## config.mk

```make
export PLATFORM = sky130hd
export DESIGN_NAME = mexp_ctrl
export DESIGN_NICKNAME = d
export VERILOG_FILES = /design/src/mexp_pkg.sv /design/src/mexp_ctrl.sv
export SDC_FILE = /design/constraint.sdc
export NUM_CORES = 1
export LEC_CHECK = 0
export BUFFER_PORTS_ARGS = -buffer_cell sky130_fd_sc_hd__buf_2
export CAP_MARGIN = 20
export CORE_UTILIZATION = 25
export DETAILED_ROUTE_END_ITERATION = 6
export GPL_ROUTABILITY_DRIVEN = 0
export PLACE_DENSITY = 0.5
export SYNTH_ARGS = -nofsm -noshare
export SYNTH_HDL_FRONTEND = slang
export SYNTH_SLANG_ARGS = --single-unit
```

## constraint.sdc

```tcl
create_clock -name i_clk -period 1.4 [get_ports i_clk]
set_input_delay 0.28 -clock i_clk [delete_from_list [all_inputs] [get_ports i_clk]]
set_output_delay 0.28 -clock i_clk [all_outputs]
set_load 0.01 [all_outputs]
```

## src/mexp_pkg.sv

```systemverilog
// Package for the modular exponentiation unit: widths, controller states
// and the command/status bundles between controller and datapath. No dependencies.
`timescale 1ns / 1ps
`default_nettype none

package mexp_pkg;

    localparam int OPERAND_WIDTH  = 32;
    localparam int EXPONENT_WIDTH = 32;
    localparam int DATA_WIDTH     = 32;
    localparam int STEP_CNT_W     = $clog2(OPERAND_WIDTH);
    localparam int BIT_CNT_W      = $clog2(EXPONENT_WIDTH + 1);

    typedef logic [OPERAND_WIDTH-1:0] t_operand;

    typedef enum logic [5:0] {
        S_IDLE = 6'b000001,
        S_RED  = 6'b000010,
        S_PICK = 6'b000100,
        S_MUL  = 6'b001000,
        S_SQR  = 6'b010000,
        S_OUT  = 6'b100000
    } t_state;

    typedef struct packed {
        logic load;       // capture a new item, set up the base reduction
        logic setup;      // set up a modular product
        logic setup_acc;  // addend is the running result (else the base)
        logic step;       // one shift-add-reduce step
        logic wr_acc;     // write the finished product to the running result
        logic wr_base;    // write the finished product to the base
        logic clr_bit;    // clear the current exponent bit
        logic shift_exp;  // advance to the next exponent bit
        logic out_load;   // move the running result to the output register
    } t_dp_cmd;

    typedef struct packed {
        logic last;       // current step is the final one of a product
        logic exp_bit;    // current exponent bit
        logic exp_done;   // every exponent bit scanned
    } t_dp_status;

endpackage

`default_nettype wire

```

## src/mexp_ctrl.sv

```systemverilog
// Controller of the modular exponentiation unit: sequences reduction,
// multiply and square steps and owns the output valid flag. Depends on mexp_pkg.
`timescale 1ns / 1ps
`default_nettype none

module mexp_ctrl
    import mexp_pkg::*;
(
    input  wire        i_clk,
    input  wire        i_rst_n,
    input  wire        i_in_valid,
    output logic       o_in_ready,
    input  wire        i_out_ready,
    output logic       o_out_valid,
    input  t_dp_status i_status,
    output t_dp_cmd    o_cmd
);

    t_state r_state, n_state;
    logic   r_out_valid, n_out_valid;
    logic   out_free;

    assign out_free    = !r_out_valid || i_out_ready;
    assign o_in_ready  = (r_state == S_IDLE);
    assign o_out_valid = r_out_valid;

    always_comb begin
        n_state = r_state;
        o_cmd   = '0;
        case (r_state)
            S_IDLE: begin
                if (i_in_valid) begin
                    o_cmd.load = 1'b1;
                    n_state    = S_RED;
                end
            end
            S_RED: begin
                o_cmd.step = 1'b1;
                if (i_status.last) begin
                    o_cmd.wr_base = 1'b1;
                    n_state       = S_PICK;
                end
            end
            S_PICK: begin
                if (i_status.exp_done) begin
                    n_state = S_OUT;
                end else if (i_status.exp_bit) begin
                    o_cmd.setup     = 1'b1;
                    o_cmd.setup_acc = 1'b1;
                    n_state         = S_MUL;
                end else begin
                    o_cmd.setup = 1'b1;
                    n_state     = S_SQR;
                end
            end
            S_MUL: begin
                o_cmd.step = 1'b1;
                if (i_status.last) begin
                    // drop the bit so the next pick goes on to the square
                    o_cmd.wr_acc  = 1'b1;
                    o_cmd.clr_bit = 1'b1;
                    n_state       = S_PICK;
                end
            end
            S_SQR: begin
                o_cmd.step = 1'b1;
                if (i_status.last) begin
                    o_cmd.wr_base   = 1'b1;
                    o_cmd.shift_exp = 1'b1;
                    n_state         = S_PICK;
                end
            end
            S_OUT: begin
                if (out_free) begin
                    o_cmd.out_load = 1'b1;
                    n_state        = S_IDLE;
                end
            end
            default: begin
                n_state = S_IDLE;
            end
        endcase
    end

    always_comb begin
        n_out_valid = r_out_valid;
        if (r_out_valid && i_out_ready) begin
            n_out_valid = 1'b0;
        end
        if (o_cmd.out_load) begin
            n_out_valid = 1'b1;
        end
    end

    always_ff @(posedge i_clk) begin
        if (!i_rst_n) begin
            r_state     <= S_IDLE;
            r_out_valid <= 1'b0;
        end else begin
            r_state     <= n_state;
            r_out_valid <= n_out_valid;
        end
    end

endmodule

`default_nettype wire

```

==> flow_metrics.tcl, run 1 <==
set metrics [dict create \
    via_count 520 \
    tightest_slew_ps 266 \
    relSlewSlack_pct 82.0 \
    cellPowerDensity_mw_per_mm2 777 \
    grt_pass1_vias 452 \
    cts_buffers 3 \
    wl_um 1340 \
    crit_chain "buf_6 > xor2_2 > o211a_4 > buf_4 > or4b_4 > o211ai_2" \
    worstPathArrival_ps 1850 \
    worst-path-max-fanout 5 \
    portBuffers 17 \
    ir_drop_mv 0.427 \
    cp-end-kind "register" \
    n_antenna_cell 0 \
    drt_first_pass_iters 4 \
    cp_slowest_cell "or4b_4" \
    yosysWarnings 0 \
    clock_path_buffers 2 \
    cts_tree "yes" \
    die_h_um 46.0 \
    ant_nets 0 \
    clk_latency_ps 260 \
    cts_max_level 1 \
    postCtsHoldBufs 0 \
    cap_violations 0 \
    die_w_um 46.0 \
    syn_nets 59 \
    violations "setup timing" \
    clkSinkCount 7 \
    hold_viol_final 0 \
    drt_iter0_drc 2 \
    routedWlPerCell_um 11.9 \
    power.total_w 0.000684 \
    utilization_pct 49.9 \
    synthCells 52 \
    grt_pass1_wl_um 1940 \
    critPathMaxStageDelay_ps 480 \
    path_class "register to register" \
    track_usage_pct 13.4 \
    mostFrequentLayoutCells "13 x buf_4, 12 x buf_2, 11 x buf_6" \
    synth_cell_type_count 30 \
    ys_ff_latch 7 \
    dpl.cell_count 97 \
    place_ws_ps -37.2 \
    fin_crit_ps 1670 \
    worstPathRequired_ps 1580 \
    die-area_sq_mm 0.00211 \
    cts-root-buf "clkbuf_4" \
    grt_setup_unrepaired "true" \
    synth_area_sq_um 483 \
    avgViaCountPerCell 4.64 \
    io_pins 18 \
    seq_area_frac_synth_pct 29.0 \
    core-area_sq_mm 0.00176 \
    nets 95 \
    grt-ovfl-total 0 \
    rows 15 \
    postSynthAreaPerCell_sq_um 9.29 \
    worst_slack_ps -267 \
    setup_viol 14 \
    drv_slew 0 \
    grt_antenna_before_repair 0 \
    layout_commonest_cell "buf_4" \
    cellLeakagePower_nw 0.389 \
    max_clock_freq_mhz 600 \
    fillers 167 \
    critPathLaunchType "register" \
    hpwl_um 857 \
    area_growth_pct 82.1 \
    drc_errors 0 \
    post-route-period-util_pct 119 \
    hold_class "input port to register" \
    grt_max_degree 8 \
    clock_skew_ps 3.26 \
    finalNonFillerCells 112 \
    start_util_pct 27.4 \
    status "complete, but fails checks" \
    clkTransAtPathRegs_ps 60 \
    drive_above_1_share_pct 71.3 \
]
## sequential cells by signal (all words and copies together) (netlist names)
name         count
r_state          6
o_out_valid      1
## timing repair
action / CTS / global route
setup endpoints to repair: 11 / 12
gates resized for setup: 22 / 7
pin swaps: 10 / 3
gates cloned: 0 / 0
buffers inserted: 3 / 8
## final timing paths
path                  to         from  slack, ps  cells after the start
max           r_state[0]   r_state[4]       -270                      6
min           r_state[0]   i_in_valid        260                      2
max reg2reg   r_state[0]   r_state[4]       -270                      6
min reg2reg  o_out_valid  o_out_valid        520                      2
## worst max-delay path, delay by kind of cell, from the launching register on
| family | cells | cell delay, ps |
|---|---|---|
| flops | 1 | 360 |
| buf+inv | 2 | 250 |
| simple gates | 1 | 480 |
| xor+xnor | 1 | 160 |
| compound gates | 2 | 330 |
## Yosys cell counts (all sizes together)
cell type  instances  area (sq um)
or4b               1          13.8
o21a               2          15.0
nand3b             2          15.0
a32oi              1          8.76
nor3               3          15.0
and3               1          6.26
nor4               1          12.5
xnor2              1          8.76
nor3b              2          15.0
and4b              1          10.0
buf                5          45.0
nor2b              3          18.8
nand3              1          5.00
and3b              2          17.5
a21oi              1          5.00
nor4b              2          17.5
and2               2          12.5
inv                1          3.75
o211ai             1          12.5
o211a              1          17.5
nor4bb             1          10.0
nand2b             2          12.5
a21boi             2          15.0
nand2              1          3.75
nor2               2          7.51
dfxtp              7           140
o21ai              2          10.0
xor2               1          8.76
## logic make-up (layout without fill, tap and decap cells)
logic type	after synthesis	in the layout	synth area share, %
simple gates	27	27	39.9
compound gates	10	10	17.4
flops	7	7	29.0
buf+inv	6	41	10.1
xor+xnor	2	2	3.63
## metrics by stage
stage | hold slack [ps] | setup TNS (ps) | cell area [sq um]
after floorplan | 345 | -122 | 522
final | 261 | -2560 | 880
after CTS | 259 | -1740 | 790
after detailed placement | 501 | -88.0 | 653
after global routing | 262 | -3260 | 880
after global placement | 516 | -166 | 653
## per-layer routing
metal | track usage, % | wire, um
met2 | 22.3 | 702
met3 | 2.38 | 35
met1 | 14.7 | 564
met5 | 0 | 0
met4 | 10.6 | 36
## where the power goes
part / internal, W / leakage, nW / switching [W]
sequential: 0.000207 / 0.0603 / 0.0000239
clock: 0.000109 / 0.0150 / 0.0000815
combinational: 0.000162 / 0.314 / 0.0000997
## final cells by class
class | instances | area, sq um | share of cell area [%]
clock buffers | 4 | 26.3 | 2.99
inverters | 1 | 3.75 | 0.427
multi-input cells | 39 | 379 | 43.1
flip-flops and latches | 7 | 158 | 17.9
well taps | 25 | 31.3 | 3.56
repair buffers | 36 | 282 | 32.0
Note: power is estimated with default switching activity, not from simulation.
==> run 2: changes to the inputs <==
--- a/config.mk
+++ b/config.mk
@@ -7,6 +7,7 @@
 export LEC_CHECK = 0
 export BUFFER_PORTS_ARGS = -buffer_cell sky130_fd_sc_hd__buf_2
 export CAP_MARGIN = 20
+export CORE_ASPECT_RATIO = 1.1
 export CORE_UTILIZATION = 25
 export DETAILED_ROUTE_END_ITERATION = 6
 export GPL_ROUTABILITY_DRIVEN = 0
==> run 2 against run 1 <==
  * The flow still finishes with violations (setup timing)
  * Global-route usage is 1.4 points lower
  * Clock power is 5% lower
  * Non-clock buffer count is 5 lower
  * Critical endpoint is now o_cmd[6]
==> flow_metrics.tcl, run 2 (synthesized netlist as in run 1, its figures left out) <==
set metrics [dict create \
    avgViaCountPerCell 5.00 \
    r2r_setup_slack_ps -40 \
    routedWlPerCell_um 12.6 \
    cap_violations 0 \
    die_h_um 48.1 \
    hpwl_um 860 \
    holdPathEnd "r_state[0]" \
    max_clock_freq_mhz 613 \
    cts-root-buf "clkbuf_4" \
    worstPathArrival_ps 1350 \
    seq_area_sq_um 163 \
    via_count 500 \
    fin_crit_ps 1630 \
    clkTransAtPathRegs_ps 50 \
    cp-end-kind "output pin" \
    grt-ovfl-total 0 \
    grt_pass1_wl_um 1840 \
    wl_um 1260 \
    grt_pass1_vias 452 \
    violations "setup timing" \
    place_ws_ps -62.9 \
    path_buf_inv 1 \
    r2r_cells 6 \
    critPathLaunch "r_state[1]" \
    portBuffers 17 \
    start_util_pct 26.8 \
    multi_input_area_sq_um 387 \
    area_growth_pct 72.8 \
    critPathMaxStageDelay_ps 370 \
    drc_errors 0 \
    hold_class "input port to register" \
    tns_ps -1690 \
    drive_above_1_share_pct 69.5 \
    tightest_slew_ps 270 \
    r2r_end "r_state[1]" \
    nets 90 \
    hold_ws_ps 271 \
    clock_skew_ps 0.490 \
    cts_tree "yes" \
    die_w_um 43.9 \
    drt_iter0_drc 7 \
    grt_max_degree 8 \
    status "complete, but fails checks" \
    crit_family "simple AND/OR/NAND/NOR gates" \
    relSlewSlack_pct 82.0 \
    io_pins 18 \
    drv_slew 0 \
    die-area_sq_mm 0.00211 \
    cts_buffers 3 \
    hold_viol_final 0 \
    layout_commonest_cell "buf_2" \
    rows 16 \
    path_class "register to output pin" \
    ir_drop_mv 0.486 \
    clock_path_buffers 2 \
    clkSinkCount 7 \
    ant_nets 0 \
    critPathLaunchType "register" \
    hold_depth 2 \
    cp_slowest_cell "dfxtp_4" \
    cts_max_level 1 \
    grt_setup_unrepaired "true" \
    setup_viol 14 \
    worst-path-max-fanout 5 \
    largest_reg_flops 6 \
    utilization_pct 46.3 \
    worst_slack_ps -232 \
    cellPowerDensity_mw_per_mm2 778 \
    place_area_sq_um 644 \
    mostFrequentLayoutCells "12 x buf_2, 11 x buf_4, 8 x buf_6" \
    crit_chain "nor3_4 > and4b_2 > and2_4 > buf_6" \
    core-area_sq_mm 0.00180 \
    track_usage_pct 12.0 \
    grt_antenna_before_repair 0 \
    reg2reg_from "r_state[3]" \
    cellLeakagePower_nw 0.369 \
    n_antenna_cell 0 \
    worstPathRequired_ps 1120 \
    drt_first_pass_iters 5 \
    clk_latency_ps 250 \
    hp-start "i_in_valid" \
    fin_area_sq_um 835 \
    fillers 180 \
    post-route-period-util_pct 117 \
    regMostFlops "r_state" \
]
run 2: cell types whose count changed in the layout (fill, tap and decap cells not counted), sizes merged:
cell and change:
buf -5
run 2: repair_timing:
action                     CTS  global route
hold buffers                 0             0
setup endpoints to repair   11            15
buffers inserted             5             3
gates resized for setup     18            12
pin swaps                   10             6
cloned                       0             0
run 2: cell type report:
class	count	share of cell area (%)
timing repair buffer	31	27.9
inverter	1	0.450
clock buffer	4	3.15
tap	18	2.70
sequential	7	19.5
multi-input combinational	39	46.3
run 2: power by group:
part	internal [W]	switching [W]	leakage [nW]
clock network	0.000109	0.0000730	0.0150
registers	0.000206	0.0000221	0.0609
logic	0.000144	0.0000955	0.293
run 2: worst max path at each step:
stage,endpoint,cells past startpoint
floorplan,o_cmd[6],4
global placement,o_cmd[6],4
detailed placement,o_cmd[6],4
CTS,o_cmd[4],4
global route,o_cmd[2],4
finish,o_cmd[6],4
run 2: metal layers:
metal  track usage, %  wire length (um)  up-vias
li1                 -                 -      248
met4             9.09                19        0
met2             19.7               625       12
met5                0                 0        -
met3             1.48                27        2
met1             14.7               584      238
run 2: stage by stage:
stage               cells  total power (W)
floorplan              52         0.000338
global route          100         0.000682
global placement       90         0.000400
detailed placement     90         0.000400
finish                100         0.000650
CTS                    99         0.000617
==> run 3: changes to the inputs <==
--- a/config.mk
+++ b/config.mk
@@ -9,6 +9,7 @@
 export CAP_MARGIN = 20
 export CORE_ASPECT_RATIO = 1.1
 export CORE_UTILIZATION = 25
+export CTS_BUF_LIST = sky130_fd_sc_hd__clkbuf_8
 export DETAILED_ROUTE_END_ITERATION = 6
 export GPL_ROUTABILITY_DRIVEN = 0
 export PLACE_DENSITY = 0.5
==> run 3 against run 2 <==
  * The flow still finishes with violations (setup timing)
  * First-iteration DRC count decreased by 43%
  * Clock skew increased by 0.80 ps
  * Design area decreased by 2.7%
  * Global-route usage increased by 0.16 points
  * Critical endpoint unchanged
  * Largest cell class unchanged
==> flow_metrics.tcl, run 3 (synthesized netlist as in run 1, its figures left out) <==
set metrics [dict create \
    crit_chain "nor3_4 > and4b_2 > and2_4 > buf_6" \
    critPathMaxStageDelay_ps 360 \
    cts_max_level 1 \
    grt-ovfl-total 0 \
    via_count 488 \
    critPathLaunchType "register" \
    setup_viol 14 \
    cellLeakagePower_nw 0.362 \
    ir_drop_mv 0.367 \
    hold_class "input port to register" \
    worst_slack_ps -176 \
    post-route-period-util_pct 113 \
    worst-path-max-fanout 5 \
    ant_nets 0 \
    core-area_sq_mm 0.00180 \
    wl_met1_um 597 \
    start_util_pct 26.8 \
    clk_latency_ps 220 \
    worstPathArrival_ps 1300 \
    cts-root-buf "clkbuf_8" \
    clock_skew_ps 1.29 \
    max_clock_freq_mhz 634 \
    wl_um 1200 \
    drt_first_pass_iters 6 \
    met2_length_um 549 \
    tns_ps -1510 \
    die_w_um 43.9 \
    hold_viol_final 0 \
    grt_antenna_before_repair 0 \
    portBuffers 17 \
    n_antenna_cell 0 \
    area_growth_pct 68.1 \
    drt_iter0_drc 4 \
    mostFrequentLayoutCells "14 x buf_2, 11 x buf_4, 6 x buf_6" \
    r2r_cells 7 \
    drive_above_1_share_pct 65.9 \
    hpwl_um 860 \
    largest_reg_flops 6 \
    relSlewSlack_pct 77.4 \
    path_class "register to output pin" \
    grt_pass1_wl_um 1870 \
    drc_errors 0 \
    hold_depth 2 \
    worstPathRequired_ps 1120 \
    track_usage_pct 12.2 \
    nets 90 \
    grt_pass1_vias 441 \
    rows 16 \
    status "complete, but fails checks" \
    cellPowerDensity_mw_per_mm2 883 \
    cp-end-kind "output pin" \
    drv_slew 0 \
    power.total_w 0.000717 \
    die_h_um 48.1 \
    grt_max_degree 8 \
    clkTransAtPathRegs_ps 40 \
    cts_tree "yes" \
    regMostFlops "r_state" \
    fin_crit_ps 1580 \
    routed.top_layer "met4" \
    cts_buffers 3 \
    routedWlPerCell_um 12.0 \
    layout_commonest_cell "buf_2" \
    dr_wl_met3_um 31 \
    cap_violations 0 \
    clock_path_buffers 2 \
    violations "setup timing" \
    io_pins 18 \
    cp_slowest_cell "dfxtp_4" \
    die-area_sq_mm 0.00211 \
    grt_setup_unrepaired "true" \
    tightest_slew_ps 333 \
    clkSinkCount 7 \
    avgViaCountPerCell 4.88 \
]
## run 3: changes by cell type in the layout (fill, tap and decap cells not counted), sizes merged
cell and change:
clkbuf -1, inv +1
## run 3: repair_timing
item / 4_1_cts / 5_1_grt
pin swaps: 10 / 5
resized for setup: 17 / 4
setup buffers: 5 / 1
setup endpoints to repair: 11 / 15
hold buffers: 0 / 0
## run 3: power breakdown
part | internal [W] | switching (W) | total [W]
Combinational | 0.000125 | 0.0000877 | 0.000213
Sequential | 0.000208 | 0.0000223 | 0.000231
Clock | 0.000189 | 0.0000842 | 0.000273
## run 3: final timing paths
| kind | start | endpoint | slack [ps] |
|---|---|---|---|
| worst max-delay path | r_state[1] | o_cmd[6] | -180 |
| worst min-delay path | i_in_valid | r_state[0] | 290 |
| worst max register to register | r_state[2] | r_state[2] | -70 |
| worst min register to register | o_out_valid | o_out_valid | 520 |
## run 3: worst max-delay path: cells and delay by family, from the launching register on
family                 cells  cell delay (ps)
and+or+nand+nor            3              620
DFF                        1              360
buffers and inverters      1               90
## run 3: final cells by class
class,count,area (sq um)
multi-input combinational,39,363
tap,18,22.5
fill,177,990
clock inverter,1,3.75
clock buffer,3,41.3
sequential,7,158
timing repair buffer,31,220
inverter,1,3.75
## run 3: routing by layer
| layer | global-route usage [%] | vias to the layer above |
|---|---|---|
| li1 | - | 249 |
| met1 | 16.5 | 225 |
| met2 | 17.9 | 12 |
| met3 | 1.48 | 2 |
| met4 | 9.09 | 0 |
| met5 | 0 | - |
## run 3: stage by stage
step	hold WS [ps]	utilization, %	cells	area, sq um	worst slack, ps
CTS	287	44.1	99	795	-183
global placement	513	35.8	90	644	-62.1
global route	297	45.1	100	812	-261
finish	292	45.1	100	812	-176
detailed placement	510	35.8	90	644	-62.9
floorplan	345	-	52	522	-48.8
