==> src/mexp_pkg.sv <==
// Package for the modular exponentiation unit: widths, controller states
// and the command/status bundles between controller and datapath. No dependencies.
`timescale 1ns / 1ps
`default_nettype none

package mexp_pkg;

    localparam int OPERAND_WIDTH  = 32;
    localparam int EXPONENT_WIDTH = 32;
    localparam int DATA_WIDTH     = 32;
    localparam int STEP_CNT_W     = $clog2(OPERAND_WIDTH);
    localparam int BIT_CNT_W      = $clog2(EXPONENT_WIDTH + 1);

    typedef logic [OPERAND_WIDTH-1:0] t_operand;

    typedef enum logic [5:0] {
        S_IDLE = 6'b000001,
        S_RED  = 6'b000010,
        S_PICK = 6'b000100,
        S_MUL  = 6'b001000,
        S_SQR  = 6'b010000,
        S_OUT  = 6'b100000
    } t_state;

    typedef struct packed {
        logic load;       // capture a new item, set up the base reduction
        logic setup;      // set up a modular product
        logic setup_acc;  // addend is the running result (else the base)
        logic step;       // one shift-add-reduce step
        logic wr_acc;     // write the finished product to the running result
        logic wr_base;    // write the finished product to the base
        logic clr_bit;    // clear the current exponent bit
        logic shift_exp;  // advance to the next exponent bit
        logic out_load;   // move the running result to the output register
    } t_dp_cmd;

    typedef struct packed {
        logic last;       // current step is the final one of a product
        logic exp_bit;    // current exponent bit
        logic exp_done;   // every exponent bit scanned
    } t_dp_status;

endpackage

`default_nettype wire

==> src/mexp_dp.sv <==
// Datapath of the modular exponentiation unit: modulus register, base,
// running result, exponent scan and a bit-serial modular multiplier. Depends on mexp_pkg.
`timescale 1ns / 1ps
`default_nettype none

module mexp_dp
    import mexp_pkg::*;
(
    input  wire                   i_clk,
    input  wire                   i_rst_n,
    input  wire                   i_cfg_we,
    input  wire  [DATA_WIDTH-1:0] i_cfg_wdata,
    input  wire  [DATA_WIDTH-1:0] i_base_value,
    input  wire  [DATA_WIDTH-1:0] i_exponent,
    input  t_dp_cmd               i_cmd,
    output t_dp_status            o_status,
    output logic [DATA_WIDTH-1:0] o_power_result
);

    localparam int SUM_W = OPERAND_WIDTH + 2;

    t_operand                  r_mod;
    t_operand                  r_base;
    t_operand                  r_acc;
    t_operand                  r_addend;
    t_operand                  r_mbits;
    t_operand                  r_part;
    logic [STEP_CNT_W-1:0]     r_step;
    logic [EXPONENT_WIDTH-1:0] r_exp;
    logic [BIT_CNT_W-1:0]      r_bits;
    logic [DATA_WIDTH-1:0]     r_result;

    logic [SUM_W-1:0] sum;
    logic [SUM_W-1:0] mod_x1;
    logic [SUM_W-1:0] mod_x2;
    logic [SUM_W-1:0] red_sum;
    t_operand         n_part;
    t_operand         cfg_val;

    // Shift-add with interleaved reduction: the partial stays below the
    // modulus and the addend is at most the modulus, so the sum is below
    // three times the modulus and one subtract of m or 2m brings it back.
    always_comb begin
        sum    = {1'b0, r_part, 1'b0}
               + (r_mbits[OPERAND_WIDTH-1] ? {2'b00, r_addend} : '0);
        mod_x1 = {2'b00, r_mod};
        mod_x2 = {1'b0, r_mod, 1'b0};
        if (sum >= mod_x2) begin
            red_sum = sum - mod_x2;
        end else if (sum >= mod_x1) begin
            red_sum = sum - mod_x1;
        end else begin
            red_sum = sum;
        end
        n_part = red_sum[OPERAND_WIDTH-1:0];
    end

    assign cfg_val           = i_cfg_wdata[OPERAND_WIDTH-1:0];
    assign o_status.last     = (r_step == STEP_CNT_W'(OPERAND_WIDTH - 1));
    assign o_status.exp_bit  = r_exp[0];
    assign o_status.exp_done = (r_bits == BIT_CNT_W'(EXPONENT_WIDTH));
    assign o_power_result    = r_result;

    // modulus: a write of zero is ignored, so the register never holds 0
    always_ff @(posedge i_clk) begin
        if (!i_rst_n) begin
            r_mod <= t_operand'(1);
        end else if (i_cfg_we && (cfg_val != '0)) begin
            r_mod <= cfg_val;
        end
    end

    always_ff @(posedge i_clk) begin
        if (i_cmd.load) begin
            // reduce the base as the product 1 * base
            r_addend <= t_operand'(1);
            r_mbits  <= i_base_value[OPERAND_WIDTH-1:0];
            r_part   <= '0;
            r_step   <= '0;
            r_acc    <= t_operand'(1);
            r_exp    <= i_exponent[EXPONENT_WIDTH-1:0];
            r_bits   <= '0;
        end else begin
            if (i_cmd.setup) begin
                r_addend <= i_cmd.setup_acc ? r_acc : r_base;
                r_mbits  <= r_base;
                r_part   <= '0;
                r_step   <= '0;
            end
            if (i_cmd.step) begin
                r_part  <= n_part;
                r_mbits <= {r_mbits[OPERAND_WIDTH-2:0], 1'b0};
                r_step  <= r_step + STEP_CNT_W'(1);
            end
            if (i_cmd.wr_acc) begin
                r_acc <= n_part;
            end
            if (i_cmd.wr_base) begin
                r_base <= n_part;
            end
            if (i_cmd.clr_bit) begin
                r_exp[0] <= 1'b0;
            end
            if (i_cmd.shift_exp) begin
                r_exp  <= r_exp >> 1;
                r_bits <= r_bits + BIT_CNT_W'(1);
            end
        end
        if (i_cmd.out_load) begin
            r_result <= DATA_WIDTH'(r_acc);
        end
    end

endmodule

`default_nettype wire

==> config.mk <==
export PLATFORM = sky130hd
export DESIGN_NAME = mexp_dp
export DESIGN_NICKNAME = d
export VERILOG_FILES = /design/src/mexp_pkg.sv /design/src/mexp_dp.sv
export SDC_FILE = /design/constraint.sdc
export NUM_CORES = 1
export LEC_CHECK = 0
export CAP_MARGIN = 20
export CORE_MARGIN = 3
export CORE_UTILIZATION = 55
export DETAILED_ROUTE_END_ITERATION = 12
export DONT_BUFFER_PORTS = 1
export GPL_TIMING_DRIVEN = 0
export PLACE_DENSITY = 0.81
export SETUP_SLACK_MARGIN = 0.02
export SYNTH_ARGS = -nofsm -noshare
export SYNTH_HDL_FRONTEND = slang
export SYNTH_SLANG_ARGS = --single-unit
==> constraint.sdc <==
create_clock -name i_clk -period 12.3 [get_ports i_clk]
set_input_delay 2.46 -clock i_clk [delete_from_list [all_inputs] [get_ports i_clk]]
set_output_delay 2.46 -clock i_clk [all_outputs]
set_load 0.01 [all_outputs]
==> impl_metrics.yaml, run 1 <==
yosys:
  seq_area_frac_synth_pct: 41.18
  synth_area_mm2: 0.01609
  ys_seq_elements: 267
  syn-num-nets: 1900
  yosysWarningCount: 0
  async_flop_share_pct: 0
  synth_flop_cell: "dfxtp_1"
  synth_cells: 1690
  synthDistinctLibCells: 78
  avgSynthCellArea_um2: 9.521
  synth_edf_count: 128
floorplan:
  rows: 61
  die_x_um: 177.0
  die_y_um: 177.0
  io_pins: 143
  dieArea_mm2: 0.03134
  initial_core_util_pct: 56.82
  coreArea_mm2: 0.02832
cts:
  hold_buffers: 0
  numCtsBuffers: 28
  cts_tree: "yes"
  cts_max_level: 1
  cts-resized-gates: 0
  clk_path_buf_depth: 3
  cts_sinks: 267
  clock_latency_ns: 0.57
  clk_pin_slew_ns: 0.06
  postCtsSetupBuffers: 0
  cts_root_buf: "clkbuf_16"
cells_and_area:
  post-route-util_pct: 61.80
  diodes: 0
  area_delta_synth_final_pct: 8.756
  nets: 1933
  final_cell_mix: "dfxtp_1 (139), nand2_1 (135), nor2_1 (134), edfxtp_1 (128), mux2i_1 (117)"
  layout-drive-gt1-share_pct: 5.673
  stdcell_count: 2123
  final_common_cell: "dfxtp_1"
  nFillCells: 2363
worst_setup_path:
  cp.required_ns: 12.59
  start_kind: "flip-flop"
  regToRegStartpoint: "r_mbits[31]$_DFFE_PP_"
  worst-setup-path-type: "reg2reg"
  r2r_setup_slack_ns: 5.10
  rr_worst_depth: 23
  critPathCaptureType: "flip-flop"
  critPathMaxFanout: 10
  worstPathArrival_ns: 7.48
  r2r-end: "r_base[31]$_DFFE_PP_"
global_route:
  grt_pass1_vias: 12710
  overflow: 0
  grt_pass1_wl_mm: 68.48
  grtUsageTotal_pct: 27.21
  grt_max_degree: 33
  antenna_found_initial: 0
timing:
  period_needed_ns: 7.198
  slew_headroom_pct: 39.28
  rsz0062_at_grt: "false"
  setup-violations-final: 0
  tns_ns: 0
  finalHoldViolations: 0
  fin_skew_ns: 0.02440
  holdWs_ns: 0.4544
  max_freq_mhz: 138.9
  finalCritPeriodShare_pct: 58.52
  slew_viol_final: 0
  tightest_slew_ns: 0.8985
worst_hold_path:
  hold_class: "reg2reg"
  min-delay-start: "r_acc[14]$_SDFFE_PP0P_"
  hold_depth: 0
  whs_endpoint: "o_power_result[14]$_DFFE_PP_"
route:
  drt-pass1-iter-count: 5
  avgRoutedWirePerCell_um: 20.80
  wl_mm: 44.17
  detail_route.vias_per_cell: 6.175
  drcViolationCount: 0
  drt_iter0_drc: 1393
  postRouteAntennaNets: 0
  vias: 13110
place:
  place.gp.congestion: 0.9194
  dpl.hpwl_mm: 34.35
  portBuffers: 0
  placed_cells: 2070
run:
  max_cap_viol_count: 0
run_status:
  status: "completed"
[metal layers]
metal  GRT usage, %  vias up  wire length, um
met5              0        -                0
li1               -     6264                -
met4          7.660        0             1305
met1          39.12     6203            19660
met3          3.647       75             3669
met2          43.19      568            19530
[sequential cells by signal, summed over array words and instances (netlist names)]
register        cells
r_addend           32
r_mod              32
o_power_result     32
r_bits              6
r_step              5
r_exp              32
r_mbits            32
r_part             32
r_acc              32
r_base             32
[synthesized netlist by cell type (8+ instances only)]
library cell / instances / area (um^2)
dfxtp_1: 139 / 2783
nand2_1: 135 / 506.7
nor2_1: 134 / 503.0
edfxtp_1: 128 / 3844
mux2i_1: 117 / 1171
a21oi_1: 108 / 540.5
ha_1: 99 / 1239
o21ai_0: 87 / 435.4
inv_1: 84 / 315.3
clkbuf_1: 68 / 255.2
a211oi_1: 50 / 375.4
a22o_1: 50 / 437.9
xnor2_1: 50 / 437.9
nor2b_1: 41 / 256.5
and2_1: 34 / 212.7
a21o_1: 32 / 240.2
xor2_1: 30 / 262.8
nand4_1: 24 / 150.1
o21a_1: 22 / 165.2
nand3_1: 20 / 100.1
nor3_1: 14 / 70.07
o21bai_1: 14 / 105.1
nor4_1: 13 / 81.33
a31oi_1: 11 / 68.82
and3_1: 11 / 68.82
nand2b_1: 11 / 68.82
o211ai_1: 11 / 82.58
o21ai_2: 9 / 78.83
o31ai_1: 9 / 67.56
o21ai_1: 8 / 40.04
[worst max-delay path: stages (launching register included)]
cell	delay [ns]
edfxtp_1	0.52
clkbuf_1	0.32
and2_1	0.18
ha_1	0.18
inv_1	0.06
fa_1	0.40
nor2b_1	0.18
o31ai_1	0.13
a211oi_1	0.36
o21a_1	0.18
o21a_1	0.14
nor2_1	0.05
o311ai_0	0.73
ha_1	0.43
a21oi_1	0.16
o21ai_0	0.14
a221oi_1	0.48
nor2_1	0.08
a211o_1	0.34
a211oi_2	0.39
o2111ai_1	0.47
buf_2	0.40
a211oi_1	0.51
nor2_1	0.08
[worst max path at each step]
stage	start	end	slack, ns	cells after the start
2_1_floorplan	r_mbits[31]$_DFFE_PP_	r_base[31]$_DFFE_PP_	6.95	23
3_3_place_gp	r_mbits[31]$_DFFE_PP_	r_base[31]$_DFFE_PP_	5.38	23
3_5_place_dp	r_mbits[31]$_DFFE_PP_	r_base[31]$_DFFE_PP_	5.31	23
4_1_cts	r_mbits[31]$_DFFE_PP_	r_base[31]$_DFFE_PP_	5.27	23
5_1_grt	r_mbits[31]$_DFFE_PP_	r_base[31]$_DFFE_PP_	4.60	23
6_report	r_mbits[31]$_DFFE_PP_	r_base[31]$_DFFE_PP_	5.10	23
[logic make-up (layout without fill, tap and decap cells)]
logic type | count (synthesis) | count (layout) | share of synthesized area, %
muxes | 131 | 131 | 8.344
xor gates and xnor gates | 80 | 80 | 4.355
AOI/OAI and AO/OA | 474 | 474 | 19.93
buffers and inverters | 169 | 224 | 4.137
and+or+nand+nor | 467 | 467 | 13.98
DFF | 267 | 267 | 41.18
adders and majority gates | 102 | 102 | 8.072
[per-stage QoR]
stage / instance area, um^2 / setup slack [ns]
2_1_floorplan: 16090 / 6.948
3_3_place_gp: 16560 / 5.375
3_5_place_dp: 16620 / 5.314
4_1_cts: 17490 / 5.271
5_1_grt: 17500 / 4.604
6_report: 17500 / 5.102
[cell type report]
class / count / area, um^2 / share of cell area, %
buffer: 85 / 350.3 / 2.002
clock buffer: 34 / 733.2 / 4.190
clock inverter: 18 / 142.6 / 0.8151
inverter: 84 / 315.3 / 1.802
multi-input combinational: 1254 / 8806 / 50.32
sequential: 267 / 6626 / 37.87
tap: 378 / 473.0 / 2.703
timing repair buffer: 3 / 52.55 / 0.3003
Power of run 1 is left out: the tool's default activity adds up to more than one toggle a clock period on the data nets, which glitch-free logic cannot reach.
==> run 2: changes to the inputs <==
--- a/config.mk
+++ b/config.mk
@@ -5,6 +5,7 @@
 export SDC_FILE = /design/constraint.sdc
 export NUM_CORES = 1
 export LEC_CHECK = 0
+export ABC_AREA = 1
 export CAP_MARGIN = 20
 export CORE_MARGIN = 3
 export CORE_UTILIZATION = 55
==> constraint.sdc (replaced) <==
create_clock -name i_clk -period 6.8 [get_ports i_clk]
set_input_delay 1.36 -clock i_clk [delete_from_list [all_inputs] [get_ports i_clk]]
set_output_delay 1.36 -clock i_clk [all_outputs]
set_load 0.01 [all_outputs]
==> run 2 against run 1 <==
Sequential share of layout area down 4.3 points. Via count up 36%. Sequential cell count unchanged. Critical path depth up 7. Area after synthesis up 14%. Setup slack worse by 4.2 ns. Global-route usage up 5.1 points.
==> impl_metrics.yaml, run 2 <==
route:
  postRouteAntennaNets: 0
  wl_mm: 58.69
  detail_route.vias_per_cell: 5.525
  drt-pass1-iter-count: 8
  vias: 17819
  wl_met2_mm: 27.37
  avgRoutedWirePerCell_um: 18.20
  drcViolationCount: 0
  dr_wl_met3_mm: 3.990
  maxUsedRoutingLayer: "met4"
  wl_met1_mm: 24.39
  drt_iter0_drc: 1582
worst_setup_path:
  r2r_setup_slack_ns: 0.91
  critPathMaxFanout: 10
  cp-endpoint: "r_base[0]$_DFFE_PP_"
  start_kind: "flip-flop"
  critPathCaptureType: "flip-flop"
  regToRegStartpoint: "r_mbits[31]$_DFFE_PP_"
  worstPathArrival_ns: 6.21
  cp.required_ns: 7.13
  crit_slowest_cell: "edfxtp_1"
  max_stage_delay_ns: 0.61
  rr_worst_depth: 30
  cp_common_cell: "nand2_1"
  crit_path_start: "r_mbits[31]$_DFFE_PP_"
  r2r-end: "r_base[0]$_DFFE_PP_"
  worst-setup-path-type: "reg2reg"
yosys:
  synthDistinctLibCells: 46
  synth_area_mm2: 0.01828
  synth_cells: 2731
  synth_top_area_cell: "edfxtp_1"
  syn-num-nets: 2941
  synth_common_cells: "nand2_1 (940), inv_1 (421), nand3_1 (265), nor2_1 (205), dfxtp_1 (139)"
  seq_area_frac_synth_pct: 36.25
  post-synth-top-count-cell: "nand2_1"
  yosysWarningCount: 0
  async_flop_share_pct: 0
  synth_edf_count: 128
  ys_seq_elements: 267
  synth.area.top_cells: "edfxtp_1 (21%), nand2_1 (19%), dfxtp_1 (15%)"
  synth_flop_cell: "dfxtp_1"
  synth_top_area_share_pct: 21.03
  avgSynthCellArea_um2: 6.693
cells_and_area:
  final_cell_area_mm2: 0.01973
  layout-drive-gt1-share_pct: 3.090
  stdcell_count: 3225
  area_delta_synth_final_pct: 7.961
  final_common_cell: "nand2_1"
  final_cell_mix: "nand2_1 (940), inv_1 (421), nand3_1 (265), nor2_1 (204), dfxtp_1 (139)"
  diodes: 0
  nets: 2972
  post-route-util_pct: 60.50
floorplan:
  die_y_um: 188.3
  io_pins: 143
  coreArea_mm2: 0.03262
  dieArea_mm2: 0.03546
  initial_core_util_pct: 56.04
  die_x_um: 188.3
  rows: 66
cts:
  postCtsSetupBuffers: 0
  clk_pin_slew_ns: 0.06
  hold_buffers: 0
  cts-resized-gates: 0
  numCtsBuffers: 27
  clock_latency_ns: 0.58
  clk_path_buf_depth: 3
  cts_max_level: 1
  cts_sinks: 267
  cts_root_buf: "clkbuf_16"
  cts_tree: "yes"
power_and_ir_drop:
  irDropWorstVdd_mv: 0.2647
  leakage_nw: 10.40
  powerDensity_mw_per_mm2: 421.5
timing:
  rsz0062_at_grt: "false"
  tns_ns: 0
  max_freq_mhz: 169.8
  holdWs_ns: 0.4616
  slew_headroom_pct: 35.74
  period_needed_ns: 5.889
  setup-violations-final: 0
  fin_skew_ns: 0.02682
  slew_viol_final: 0
  tightest_slew_ns: 0.9639
  finalCritPeriodShare_pct: 86.61
  finalHoldViolations: 0
global_route:
  overflow: 0
  antenna_found_initial: 0
  grt_pass1_wl_mm: 90.02
  grt_pass1_vias: 17159
  grt_max_degree: 33
  grtUsageTotal_pct: 32.29
place:
  dpl.hpwl_mm: 48.44
  portBuffers: 0
  dpl_cell_area_mm2: 0.01889
  place.gp.congestion: 1.012
  placed_cells: 3175
run_status:
  status: "completed"
run:
  max_cap_viol_count: 0
worst_hold_path:
  hold_class: "reg2reg"
==> run 2: cell count changes after synthesis, sizes merged, moves of 24 or more <==
cell / delta
mux2i: -118
and2: -24
nand4: +31
a22o: -48
nor2: +75
nand2: +812
nor2b: -41
a211oi: -51
o211ai: +24
o21ai: -31
a21o: -25
xnor2: -37
nand3: +248
inv: +338
==> run 2: how the worst min path moves through the flow <==
stage               slack, ns               startpoint  depth (start not counted)                          end
global route             0.48  r_part[30]$_SDFFE_PP0P_                          2      r_part[30]$_SDFFE_PP0P_
detailed placement       0.45  r_part[14]$_SDFFE_PP0P_                          2      r_part[14]$_SDFFE_PP0P_
floorplan                0.43    r_acc[0]$_SDFFE_PP1P_                          0  o_power_result[0]$_DFFE_PP_
CTS                      0.46  r_part[14]$_SDFFE_PP0P_                          2      r_part[14]$_SDFFE_PP0P_
finish                   0.46  r_part[14]$_SDFFE_PP0P_                          2      r_part[14]$_SDFFE_PP0P_
global placement         0.44  r_part[18]$_SDFFE_PP0P_                          2      r_part[18]$_SDFFE_PP0P_
==> run 2: routing by layer <==
metal	up-vias	global-route usage, %
li1	8782	-
met1	8221	41.79
met2	696	55.42
met3	120	3.126
met4	0	13.78
met5	-	0
==> run 2: logic make-up after synthesis <==
logic type,synth area share [%]
compound gates,8.228
xor+xnor,2.540
fa+ha+maj,7.105
buf+inv,10.87
flops,36.25
simple gates,35.01
==> run 2: cell type report <==
type	instances	area [um^2]
tap	442	553.0
fill	3102	12880
timing repair buffer	2	55.05
multi-input combinational	1949	9673
sequential	267	6626
clock inverter	9	91.34
clock buffer	41	748.2
inverter	424	1592
buffer	91	395.4
==> run 2: per-stage QoR <==
stage	setup slack, ns	total power, mW
after floorplan	2.736	5.357
after global placement	1.048	6.662
after detailed placement	0.9824	6.757
after CTS	0.9950	8.206
after global routing	0.6145	8.869
final	0.9108	8.318
==> run 2: critical path: cells and delay by family, from the launching register on <==
kind	cells	cell delay, ns
AO/OA/AOI/OAI	3	0.62
adder cells (fa/ha/maj)	3	0.98
buffers and inverters	7	1.24
flip-flops	1	0.61
AND/OR/NAND/NOR	17	2.21
==> run 2: report_power, final <==
part           internal [mW]  switching, mW
logic                   1.33           3.07
registers               2.20          0.279
clock network          0.804          0.634
total                   4.33           3.98
(Power assumes the default switching activity.)
==> run 3: changes to the inputs <==
--- a/config.mk
+++ b/config.mk
@@ -12,7 +12,7 @@
 export DETAILED_ROUTE_END_ITERATION = 12
 export DONT_BUFFER_PORTS = 1
 export GPL_TIMING_DRIVEN = 0
-export PLACE_DENSITY = 0.81
+export PLACE_DENSITY = 0.73
 export SETUP_SLACK_MARGIN = 0.02
 export SYNTH_ARGS = -nofsm -noshare
 export SYNTH_HDL_FRONTEND = slang
==> run 3 against run 2 <==
Routed wire length increased by 3.1%. Combinational power grew 2%. Sequential power is essentially flat. Via count down 0.61%. Largest cell class unchanged. Die area stayed put. Global-route usage up 1.2 points. Register-to-register slack worse by 0.08 ns. First-iteration DRC count shrank 4.7%. Hold slack worse by 0.0014 ns. Critical path depth decreased by 4. Highest routed layer unchanged. Clock skew shrank 0.012 ns. Final cell count hardly changed.
==> impl_metrics.yaml, run 3 (synthesis results as in run 2) <==
run_status:
  status: "completed"
worst_setup_path:
  critPathTopFamily: "simple AND/OR/NAND/NOR gates"
  critPathBufInv: 5
  r2r-end: "r_base[0]$_DFFE_PP_"
  worst-setup-path-type: "reg2reg"
  worstPathArrival_ns: 6.29
  start_kind: "flip-flop"
  rr_worst_depth: 26
  critPathCaptureType: "flip-flop"
  crit_slowest_cell: "edfxtp_1"
  max_stage_delay_ns: 0.58
  r2r_setup_slack_ns: 0.83
  cp_common_cell: "nand2_1"
  critPathMaxFanout: 10
  regToRegStartpoint: "r_mbits[31]$_DFFE_PP_"
  cp.required_ns: 7.12
route:
  detail_route.vias_per_cell: 5.487
  drt-pass1-iter-count: 7
  wl_mm: 60.53
  drcViolationCount: 0
  drt_iter0_drc: 1507
  avgRoutedWirePerCell_um: 18.75
  vias: 17711
  postRouteAntennaNets: 0
cells_and_area:
  final_common_cell: "nand2_1"
  diodes: 0
  nets: 2974
  layout-drive-gt1-share_pct: 3.338
  area_delta_synth_final_pct: 8.563
  final_cell_mix: "nand2_1 (940), inv_1 (421), nand3_1 (265), nor2_1 (204), dfxtp_1 (139)"
  nFillCells: 3077
cts:
  postCtsSetupBuffers: 0
  numCtsBuffers: 28
  clock_latency_ns: 0.58
  hold_buffers: 0
  cts_tree: "yes"
  cts_root_buf: "clkbuf_16"
  cts_sinks: 267
  clk_pin_slew_ns: 0.06
  cts_max_level: 1
  clk_path_buf_depth: 3
  cts-resized-gates: 0
power_and_ir_drop:
  switching_share_pct: 48.00
  power_mw: 8.496
  irDropWorstVdd_mv: 0.3068
  p_switching_mw: 4.078
  combPwrFrac_pct: 52.8
  internal_power_mw: 4.418
  clockPowerShare_pct: 18.1
  sequentialPowerShare_pct: 29.1
  powerDensity_mw_per_mm2: 428.2
  leakage_nw: 10.45
timing:
  slew_headroom_pct: 34.65
  max_freq_mhz: 167.6
  holdWs_ns: 0.4603
  tns_ns: 0
  rsz0062_at_grt: "false"
  finalCritPeriodShare_pct: 87.73
  slew_viol_final: 0
  period_needed_ns: 5.965
  tightest_slew_ns: 0.9700
  setup-violations-final: 0
  finalHoldViolations: 0
  fin_skew_ns: 0.01495
worst_hold_path:
  hold_depth: 2
  hold_class: "reg2reg"
  whs_endpoint: "r_part[0]$_SDFFE_PP0P_"
  min-delay-start: "r_part[0]$_SDFFE_PP0P_"
floorplan:
  die_x_um: 188.3
  io_pins: 143
  coreArea_mm2: 0.03262
  dieArea_mm2: 0.03546
  rows: 66
  die_y_um: 188.3
  initial_core_util_pct: 56.04
run:
  max_cap_viol_count: 0
place:
  portBuffers: 0
  place.gp.congestion: 0.9740
  dpl.hpwl_mm: 50.16
global_route:
  grtUsageTotal_pct: 33.50
  grt_pass1_wl_mm: 92.54
  antenna_found_initial: 0
  overflow: 0
  grt_max_degree: 33
  grt_pass1_vias: 17012
-- run 3: changes by cell type in the layout (fill, tap and decap cells not counted) --
cell,before,now
clkbuf_1,66,61
inv_6,2,0
bufinv_16,1,2
clkbuf_16,27,28
inv_8,0,1
buf_12,0,1
clkbuf_8,2,4
clkinv_1,3,4
inv_16,1,0
clkinv_2,4,6
clkinv_4,0,1
clkinv_16,0,1
-- run 3: worst max-delay path by stage --
stage / startpoint / endpoint / slack [ns] / depth (start not counted)
CTS: r_mbits[31]$_DFFE_PP_ / r_base[0]$_DFFE_PP_ / 0.92 / 26
finish: r_mbits[31]$_DFFE_PP_ / r_base[0]$_DFFE_PP_ / 0.83 / 26
floorplan: r_mbits[31]$_DFFE_PP_ / r_base[0]$_DFFE_PP_ / 2.74 / 29
global route: r_mbits[31]$_DFFE_PP_ / r_base[0]$_DFFE_PP_ / 0.53 / 26
global placement: r_mbits[31]$_DFFE_PP_ / r_base[19]$_DFFE_PP_ / 0.96 / 27
detailed placement: r_mbits[31]$_DFFE_PP_ / r_base[0]$_DFFE_PP_ / 0.96 / 26
-- run 3: area by class of cell --
cell class	instances	area, um^2	area share, %
multi-input combinational	1949	9673	48.75
sequential	267	6626	33.39
inverter	424	1592	8.020
clock buffer	39	782.0	3.941
tap	442	553.0	2.787
buffer	91	395.4	1.992
clock inverter	13	147.6	0.7440
timing repair buffer	3	75.07	0.3783
-- run 3: worst register-to-register path: stages, from the launching register on --
cell and delay [ns]:
edfxtp_1 0.58, clkbuf_1 0.48, nand2_1 0.20, inv_1 0.09
ha_1 0.23, inv_1 0.07, fa_1 0.40, inv_1 0.14
nand2_1 0.07, nand2_1 0.07, and2_1 0.21, nand2_1 0.08
nand3_1 0.16, xor2_1 0.43, ha_1 0.37, a21oi_1 0.28
nand2_1 0.08, a21oi_1 0.12, nand2_1 0.22, nand2_1 0.12
nand2_1 0.08, nand2_1 0.08, nand2_2 0.08, a21boi_4 0.28
buf_4 0.23, nand3_1 0.26, and2_1 0.28
-- run 3: stage by stage --
step	std cells	worst slack, ns	instance area, um^2	util (%)
after floorplan	2731	2.736	18280	-
after global placement	3173	0.9611	18830	57.73
after detailed placement	3176	0.9581	18910	57.99
after CTS	3228	0.9220	19840	60.84
after global routing	3228	0.5346	19840	60.84
final	3228	0.8345	19840	60.84
-- run 3: power groups by stage --
stage	combinational, mW	sequential, mW	clock [mW]
floorplan	2.98	2.38	0
global placement	4.32	2.47	0
detailed placement	4.38	2.49	0
CTS	4.40	2.46	1.55
global route	4.97	2.50	1.62
finish	4.49	2.47	1.54
-- run 3: metal layers --
metal	track usage (%)	up-vias	routed length [um]
met4	16.81	0	3600
met2	55.84	647	27830
met5	0	-	0
li1	-	8794	-
met3	4.242	136	4068
met1	43.05	8134	25030
